$ cat src/assert_macros.svh
// Assertion macros used by the queue RTL (sorted_priority_queue).
// Depends on a clock named clk and an active-low reset named rst_n in scope.
`ifndef ASSERT_MACROS_SVH
`define ASSERT_MACROS_SVH

// Clocked assertion that is switched off while reset is held.
`define ASSERT_CLK(label, prop, msg) \
  label: assert property (@(posedge clk) disable iff (!rst_n) prop) \
    else $error(msg);

// Clocked assertion that also holds during reset.
`define ASSERT_ALWAYS(label, prop, msg) \
  label: assert property (@(posedge clk) prop) \
    else $error(msg);

`endif

$ cat src/spq_pkg.sv
// Types and codes for the sorted priority queue.
// Used by spq_cell and sorted_priority_queue; depends on nothing.
package spq_pkg;

  localparam int DEPTH = 16;
  localparam int CNT_W = 5;

  localparam logic CMD_INSERT = 1'b0;
  localparam logic CMD_REMOVE = 1'b1;

  localparam logic [1:0] ST_DONE  = 2'd0;
  localparam logic [1:0] ST_FULL  = 2'd1;
  localparam logic [1:0] ST_EMPTY = 2'd2;

  localparam logic CFG_REG_CAPACITY = 1'b0;
  localparam logic [CNT_W-1:0] CAPACITY_RESET = 5'd16;

  typedef struct packed {
    logic [15:0]        id;
    logic [15:0]        size;
    logic [7:0]         user;
    logic signed [15:0] prio;
  } spq_entry_t;

  typedef struct packed {
    logic ins;
    logic rem;
  } spq_ctrl_t;

  typedef struct packed {
    logic               cmd;
    logic [15:0]        job_id;
    logic [15:0]        job_size;
    logic [7:0]         job_user;
    logic signed [15:0] job_priority;
  } spq_in_t;

  typedef struct packed {
    logic [15:0]        out_id;
    logic [15:0]        out_size;
    logic [7:0]         out_user;
    logic signed [15:0] out_priority;
    logic [1:0]         status;
    logic [CNT_W-1:0]   held_count;
    logic               is_full;
    logic               is_empty;
  } spq_out_t;

endpackage

$ cat src/spq_cell.sv
// One slot of the sorted queue: holds an entry and shifts or loads it.
// Depends on spq_pkg for the entry and control types.
module spq_cell (
  input  logic               clk,
  input  spq_pkg::spq_ctrl_t ctrl_i,
  input  spq_pkg::spq_entry_t new_i,
  input  spq_pkg::spq_entry_t left_i,
  input  spq_pkg::spq_entry_t right_i,
  input  logic               left_gt_i,
  input  logic               occ_i,
  output spq_pkg::spq_entry_t q_o,
  output logic               gt_o
);
  import spq_pkg::*;

  spq_entry_t ent_r;
  spq_entry_t ent_nxt;

  // Because the row is sorted, the cells that outrank the new entry form a prefix.
  assign gt_o = occ_i && (ent_r.prio > new_i.prio);
  assign q_o  = ent_r;

  always_comb begin
    ent_nxt = ent_r;
    if (ctrl_i.ins) begin
      if (gt_o) begin
        ent_nxt = ent_r;
      end else if (left_gt_i) begin
        ent_nxt = new_i;
      end else begin
        ent_nxt = left_i;
      end
    end else if (ctrl_i.rem) begin
      ent_nxt = right_i;
    end
  end

  always_ff @(posedge clk) begin
    ent_r <= ent_nxt;
  end

endmodule

$ cat src/sorted_priority_queue.sv
// Sorted priority queue: a row of DEPTH cells kept in descending priority, head in cell 0.
// Depends on spq_pkg, spq_cell and assert_macros.svh.
//
// Each beat is one insert or remove and yields exactly one result beat in the next cycle.
// All cells compare their priority with the new entry and shift in the same cycle, so
// the queue takes one command per clock; the only back pressure is the output register,
// which is refilled in the cycle it is taken. Capacity (register 0) is clamped to
// 1..DEPTH and should be written only while no result is pending.
`include "assert_macros.svh"

module sorted_priority_queue (
  input  logic             clk,
  input  logic             rst_n,
  input  logic             in_valid,
  output logic             in_stall,
  input  spq_pkg::spq_in_t  in_data,
  output logic             out_valid,
  input  logic             out_stall,
  output spq_pkg::spq_out_t out_data,
  input  logic             psel,
  input  logic             penable,
  input  logic             pwrite,
  input  logic [2:0]       paddr,
  input  logic [31:0]      pwdata,
  output logic [31:0]      prdata,
  output logic             pready
);
  import spq_pkg::*;

  localparam int DW    = $clog2(DEPTH + 1);
  localparam int CMP_W = (DW > CNT_W) ? DW : CNT_W;

  logic [CNT_W-1:0] cap_r;
  logic [CNT_W-1:0] count_r;
  logic [CNT_W-1:0] count_nxt;
  logic [CNT_W-1:0] eff_cap;
  logic             out_valid_r;
  spq_out_t         out_r;
  spq_out_t         out_nxt;
  logic             in_acc;
  logic             full;
  spq_ctrl_t        ctrl;
  spq_entry_t       new_ent;
  spq_entry_t       cell_q [DEPTH];
  logic [DEPTH-1:0] gt;
  logic [DEPTH-1:0] occ;

  // Configuration port.
  assign pready = 1'b1;
  assign prdata = (paddr[2] == CFG_REG_CAPACITY) ? 32'(cap_r) : 32'd0;

  always_ff @(posedge clk) begin
    if (!rst_n) begin
      cap_r <= CAPACITY_RESET;
    end else if (psel && penable && pwrite && pready && (paddr[2] == CFG_REG_CAPACITY)) begin
      cap_r <= pwdata[CNT_W-1:0];
    end
  end

  always_comb begin
    if (cap_r == '0) begin
      eff_cap = CNT_W'(1);
    end else if (CMP_W'(cap_r) > CMP_W'(DEPTH)) begin
      eff_cap = CNT_W'(DEPTH);
    end else begin
      eff_cap = cap_r;
    end
  end

  assign full      = (count_r >= eff_cap);
  assign in_stall  = out_valid_r && out_stall;
  assign in_acc    = in_valid && !in_stall;
  assign ctrl.ins  = in_acc && (in_data.cmd == CMD_INSERT) && !full;
  assign ctrl.rem  = in_acc && (in_data.cmd == CMD_REMOVE) && (count_r != '0);

  assign new_ent.id   = in_data.job_id;
  assign new_ent.size = in_data.job_size;
  assign new_ent.user = in_data.job_user;
  assign new_ent.prio = in_data.job_priority;

  // Row of cells; cell i is occupied when i is below the held count.
  for (genvar i = 0; i < DEPTH; i++) begin : g_cell
    spq_entry_t left_ent;
    spq_entry_t right_ent;
    logic       left_gt;

    assign occ[i] = (CMP_W'(count_r) > CMP_W'(i));

    if (i == 0) begin : g_head
      assign left_ent = new_ent;
      assign left_gt  = 1'b1;
    end else begin : g_body
      assign left_ent = cell_q[i-1];
      assign left_gt  = gt[i-1];
    end

    if (i == DEPTH - 1) begin : g_tail
      assign right_ent = cell_q[i];
    end else begin : g_mid
      assign right_ent = cell_q[i+1];
    end

    spq_cell u_cell (
      .clk       (clk),
      .ctrl_i    (ctrl),
      .new_i     (new_ent),
      .left_i    (left_ent),
      .right_i   (right_ent),
      .left_gt_i (left_gt),
      .occ_i     (occ[i]),
      .q_o       (cell_q[i]),
      .gt_o      (gt[i])
    );
  end

  always_comb begin
    count_nxt = count_r;
    if (ctrl.ins) begin
      count_nxt = count_r + CNT_W'(1);
    end else if (ctrl.rem) begin
      count_nxt = count_r - CNT_W'(1);
    end
  end

  always_comb begin
    out_nxt = '0;
    if (ctrl.rem) begin
      out_nxt.out_id       = cell_q[0].id;
      out_nxt.out_size     = cell_q[0].size;
      out_nxt.out_user     = cell_q[0].user;
      out_nxt.out_priority = cell_q[0].prio;
    end
    if (in_data.cmd == CMD_INSERT) begin
      out_nxt.status = full ? ST_FULL : ST_DONE;
    end else begin
      out_nxt.status = (count_r == '0) ? ST_EMPTY : ST_DONE;
    end
    out_nxt.held_count = count_nxt;
    out_nxt.is_full    = (count_nxt >= eff_cap);
    out_nxt.is_empty   = (count_nxt == '0);
  end

  always_ff @(posedge clk) begin
    if (!rst_n) begin
      count_r     <= '0;
      out_valid_r <= 1'b0;
    end else begin
      count_r <= count_nxt;
      if (in_acc) begin
        out_valid_r <= 1'b1;
      end else if (!out_stall) begin
        out_valid_r <= 1'b0;
      end
    end
  end

  always_ff @(posedge clk) begin
    if (in_acc) begin
      out_r <= out_nxt;
    end
  end

  assign out_valid = out_valid_r;
  assign out_data  = out_r;

  `ASSERT_CLK(a_count_bounded, (CMP_W'(count_r) <= CMP_W'(DEPTH)), "count exceeds depth")
  `ASSERT_CLK(a_insert_counts, (ctrl.ins |=> count_r == $past(count_r) + CNT_W'(1)), "insert lost")
  `ASSERT_CLK(a_reject_holds, (in_acc && !ctrl.ins && !ctrl.rem |=> $stable(count_r)), "count moved")
  `ASSERT_CLK(a_remove_head, (ctrl.rem |=> out_valid && out_r.out_priority == $past(cell_q[0].prio)), "bad head")

endmodule

$ cat config.mk
export PLATFORM = sky130hd
export DESIGN_NAME = sorted_priority_queue
export DESIGN_NICKNAME = d
export VERILOG_FILES = /design/src/spq_pkg.sv /design/src/spq_cell.sv /design/src/sorted_priority_queue.sv
export VERILOG_INCLUDE_DIRS = /design/src /design/src/src
export SDC_FILE = /design/constraint.sdc
export NUM_CORES = 2
export LEC_CHECK = 0
export BUFFER_PORTS_ARGS = -buffer_cell sky130_fd_sc_hd__buf_2
export CAP_MARGIN = 20
export CORE_MARGIN = 10
export CORE_UTILIZATION = 37
export CTS_CLUSTER_SIZE = 20
export DETAILED_ROUTE_END_ITERATION = 7
export PLACE_DENSITY = 0.64
export SLEW_MARGIN = 15
export SYNTH_ARGS = -nofsm -noshare
export SYNTH_HDL_FRONTEND = slang
export SYNTH_SLANG_ARGS = --single-unit
$ cat constraint.sdc
create_clock -name clk -period 11.06 [get_ports clk]
set_input_delay 1.106 -clock clk [delete_from_list [all_inputs] [get_ports clk]]
set_output_delay 1.106 -clock clk [all_outputs]
set_load 0.01 [all_outputs]
== Yosys cells after proc, flatten, opt, wreduce, memory -nomap -nowiden ==
Index checks and enable logic that the tools add are counted.
Widths: inputs -> output; s select.
Storage, ports and cells
  bits in registers: 972
  latch bits: 0
  RAM bits: 0
  memory bits (read-only): 0
  input port bits: 99
  output and inout port bits: 100
  memories kept: 0
Cells by class
  add/sub/neg operators: 2
  $mul: 0
  div/mod/pow operators: 0
  magnitude comparators: 35
  eq/ne operators: 16
  shift-type cells: 0
  muxes and demuxes: 70
  bitwise logic cells: 3
  reductions and logical operators: 48
Operators with widths (number)
  $mux 56: 60
  $gt 16x16->1: 16
  $gt 5x4->1 const B: 8
  $reduce_and 2->1: 16
  $ne 2x2->1 const B: 15
  $logic_and 1x1->1: 25
  $mux 5: 5
  $gt 5x3->1 const B: 4
  $logic_not 5->1: 3
  $ge 5x5->1: 2
  $gt 5x1->1 const B: 2
  $gt 5x2->1 const B: 2
  $add 5x1->5 const B: 1
  $gt 5x5->1 const B: 1
  $reduce_bool 5->1: 1
  $sub 5x1->5 const B: 1
  $mux 2: 2
  $mux 1: 3
  $not 1->1: 3
  $logic_not 1->1: 2
  $ne 2x1->1 const B: 1
  $reduce_bool 2->1: 1

== Longest topological paths before layout ==
  depth after elaboration: 8
  gate-level depth with buffers: 18

== Hierarchy ==
From an unflattened synthesis, not the netlist that was laid out.
Second synthesis, totals
  cells, all modules: 5205
  area, all modules: 56346.5 µm²
Modules (own cells, without submodules)
  spq_cell at g_cell[0].u_cell ...: times used 9, cells an instance 310, area each 3286.9 µm²
  spq_cell at g_cell[3].u_cell ...: times used 7, cells an instance 303, area each 3299.4 µm²
  sorted_priority_queue: times used 1, cells an instance 294, area each 3668.5 µm²

== Least setup slack after synthesis ==
OpenSTA, ideal clock, no wires.
  path type: input to register
  from: input in_data[13] (netlist name)
  to: register g_cell[13].u_cell.ent_r (netlist bit g_cell[13].u_cell.q_o[0]), enable pin
  library setup time: 547 ps
  arrival time: 7224 ps
  required time: 10513 ps
  setup slack: 3289 ps
  stages on the path: 10
  cell sequence: inv_1 -> ha_1 -> a21o_1 -> a2111oi_0 -> o31ai_1 -> or3_1 -> and3_1 -> buf_2 -> buf_1 -> o21ai_0
Between the ends
  word-level cells in the longest chain between the ends: 4
RTL lines
  from (decl): RTL line sorted_priority_queue.sv:16  | input spq_pkg::spq_in_t in_data,
  $gt 16x16->1: RTL line spq_cell.sv:20  | assign gt_o = occ_i && (ent_r.prio > new_i.prio);
  $logic_and 1x1->1: RTL line spq_cell.sv:20
  $ne 2x2->1 (no source line)
  $reduce_and 2->1 (no source line)
  to (signal assigned): RTL line spq_cell.sv:39  | ent_r <= ent_nxt;
  to (decl): RTL line spq_cell.sv:16  | spq_entry_t ent_r;
Every way passes these cells.
A chain may end at the register's enable or synchronous reset.

== Worst setup path in the final report ==
  from: input in_data[15] (netlist name)
  to: register g_cell[14].u_cell.ent_r (netlist bit g_cell[14].u_cell.q_o[25]), enable pin
Between the ends
  word-level cells in the longest chain between the ends: 4
RTL lines (RTL line)
  $gt 16x16->1: spq_cell.sv:20
  $logic_and 1x1->1: spq_cell.sv:20
  $ne 2x2->1 (no source line)
  $reduce_and 2->1 (no source line)
  to (signal assigned): spq_cell.sv:39
  to (decl): spq_cell.sv:16
Every way passes these cells.

==> metrics.txt <==
status completed; Final Util 0.4104; post-synthesis average cell area 10.61 µm²; RSZ-0062 raised after global routing false; routability-driven placement congestion ratio 0.9437; hold endpoint g_cell[0].u_cell.q_o[43]; layout cell share with drive strength beyond 1 0.08399; Setup TNS 0 ps; top cells by area, synth edfxtp_1 (53%), nand2_1 (6.5%), ha_1 (6.3%), o211ai_1 (5.5%), a221o_1 (4.9%); Worst Hold Path Cells 2; Final Power 0.01119 W; PwrDens 187.6 nW/µm²; CP endpoint kind register; largest area contributor in the netlist edfxtp_1; routed vias 42940; I/O pin count 199; worst-case clock buffer depth 3; Via density 6.115; Max Cap Violations 0; HP Start g_cell[1].u_cell.q_o[43]; Crit path largest cell delay 760 ps; FF-to-FF Start g_cell[14].u_cell.q_o[15]; maximum fanout along the worst path 51; Setup Fix Bufs, Post-CTS 0; HP Class reg2reg; most common cell in the netlist edfxtp_1; ys async rst share 0; synthesized flop and latch total 972; Reg2Reg Depth 10; post-synth top area share 0.5343; Synth Cell Area 54010 µm²; Chip Width 402.1 µm; CTS tree done; WS Path Type in2reg; port bufs 141; CP Cell Sequence buf_2 -> inv_1 -> buf_4 -> ha_4 -> nand4_1 -> nor4_2 -> a21bo_2 -> or3b_2 -> buf_4 -> nor2b_1 -> a211oi_4 -> o21ai_4 -> buf_4; Post-Syn Instances 5092; Worst VDD drop 0.1454 mV; post-route ant nets 0; HPWL after detailed placement 106900 µm; gr usage total 0.2053; Synth cell types 68; Root Driver clkbuf_16; worst-skew pair later-pin latency 720 ps; Reg-to-Reg End g_cell[14].u_cell.q_o[25]; Layout Nets 5377; leak pwr 21.87 nW; R2R Setup Slk 5580 ps; Die H 402.1 µm; clock-pin slew on the worst setup and hold paths 70 ps; count of final hold-check violations 0; DRC Markers 0; most frequent CP cell buf_4; design area 59670 µm²; post-CTS sizing 0; sequential fraction of the synthesis area 0.5383; largest net degree at the start of global routing 208; Final Max Slew Viols 0; Commonest cells post-synth edfxtp_1 (961), nand2_1 (935), nand3_1 (425); Area Overhead vs Synth 10.48%; gr ovfl total 0; Top FF cell, synth edfxtp_1; Routed WL per cell 24.72 µm; Worst setup SP type input port; clock tree sinks 972; hold bufs inserted after CTS 0; Rows 140; WP data required 11370 ps; initial drt markers 5486; min Tclk post-route 5827 ps; slowest CP cell ha_4; f_max 171.6 MHz; Initial Util 0.3715; crit path DAT 6140 ps; first-pass GRT wire length 259700 µm; Post-Route WL 173600 µm; initial antenna violation count 28; core area 145400 µm²; vias in the first global route 40600; total die area 161700 µm²; DR pass1 iterations 8; Worst-Margin Slew 1176 ps; H-tree depth 3; Synth Warn # 0; slew margin rel. 0.2162; placed cells 6814; Post-synth EDFFs 961; Final period util 0.5269; Num CTS Buffers 108; Placed Instance Area 56220 µm²; fin cells 7021; Setup violations, final 0; clk_skew 33.62 ps
## cell type report
type,instances,area (µm²)
tap,1917,2399
fill,13920,85720
multi-input combinational,3664,23240
inverter,45,171.4
clock buffer,134,2873
timing repair buffer,216,1339
clock inverter,65,556.8
sequential,972,29080
antenna,8,20.02
## metrics by stage
| stage | worst slack, ps | hold slack [ps] |
|---|---|---|
| 2_1_floorplan | 3289 | 501.2 |
| 3_3_place_gp | 4451 | 526.8 |
| 3_5_place_dp | 4439 | 536.3 |
| 4_1_cts | 5165 | 546.7 |
| 5_1_grt | 5027 | 556.3 |
| 6_report | 5233 | 542.4 |
## registers in the layout (all words and copies together) (netlist names)
| register | flops |
|---|---|
| cap_r | 5 |
| count_r | 5 |
| g_cell.u_cell.q_o | 896 |
| out_data | 65 |
| out_valid | 1 |
## report_power, final
group | total, W | switching, W | internal [W]
combinational | 0.00241 | 0.00167 | 0.000746
sequential | 0.00521 | 0.000357 | 0.00485
clock | 0.00357 | 0.00159 | 0.00199
## per-layer routing
metal	wire length, µm	track usage
met1	71740	0.2794
met2	79370	0.3228
met3	16120	0.03846
met4	6230	0.07893
met5	95	0
## worst max path at each step
stage / start / to
floorplan: in_data[13] / g_cell[13].u_cell.q_o[0]
global placement: in_data[15] / g_cell[14].u_cell.q_o[20]
detailed placement: in_data[15] / g_cell[14].u_cell.q_o[19]
CTS: in_data[15] / g_cell[14].u_cell.q_o[25]
global route: in_data[15] / g_cell[14].u_cell.q_o[25]
finish: in_data[15] / g_cell[14].u_cell.q_o[25]
## cells by family after synthesis
family / count (synthesis) / synth area share
flops: 972 / 0.5383
simple gates: 1984 / 0.1628
compound gates: 1252 / 0.1730
fa+ha+maj: 271 / 0.06278
xor+xnor: 1 / 0.0001622
mux: 128 / 0.02395
buf+inv: 482 / 0.03878
other cells: 2 / 0.0001390
## cells in the final DEF (no fill, tap or decap), types with 51 or more instances in the layout
cell and instances:
a221o_1 266, ha_1 270, and3_1 66, clkbuf_16 110, a22o_1 51, nand2_1 927, edfxtp_1 961, o21ai_0 100
buf_2 141, mux2i_1 118, nand3_1 423, o211ai_1 398, and2_1 104, a21oi_1 215, nor2_1 308, buf_4 70
## critical path: cells and delay by family
| family | cells | cell delay [ps] |
|---|---|---|
| compound gates | 3 | 940 |
| fa+ha+maj | 1 | 760 |
| buf+inv | 5 | 1800 |
| simple gates | 4 | 1380 |
Power figures use the tool's default switching activity.
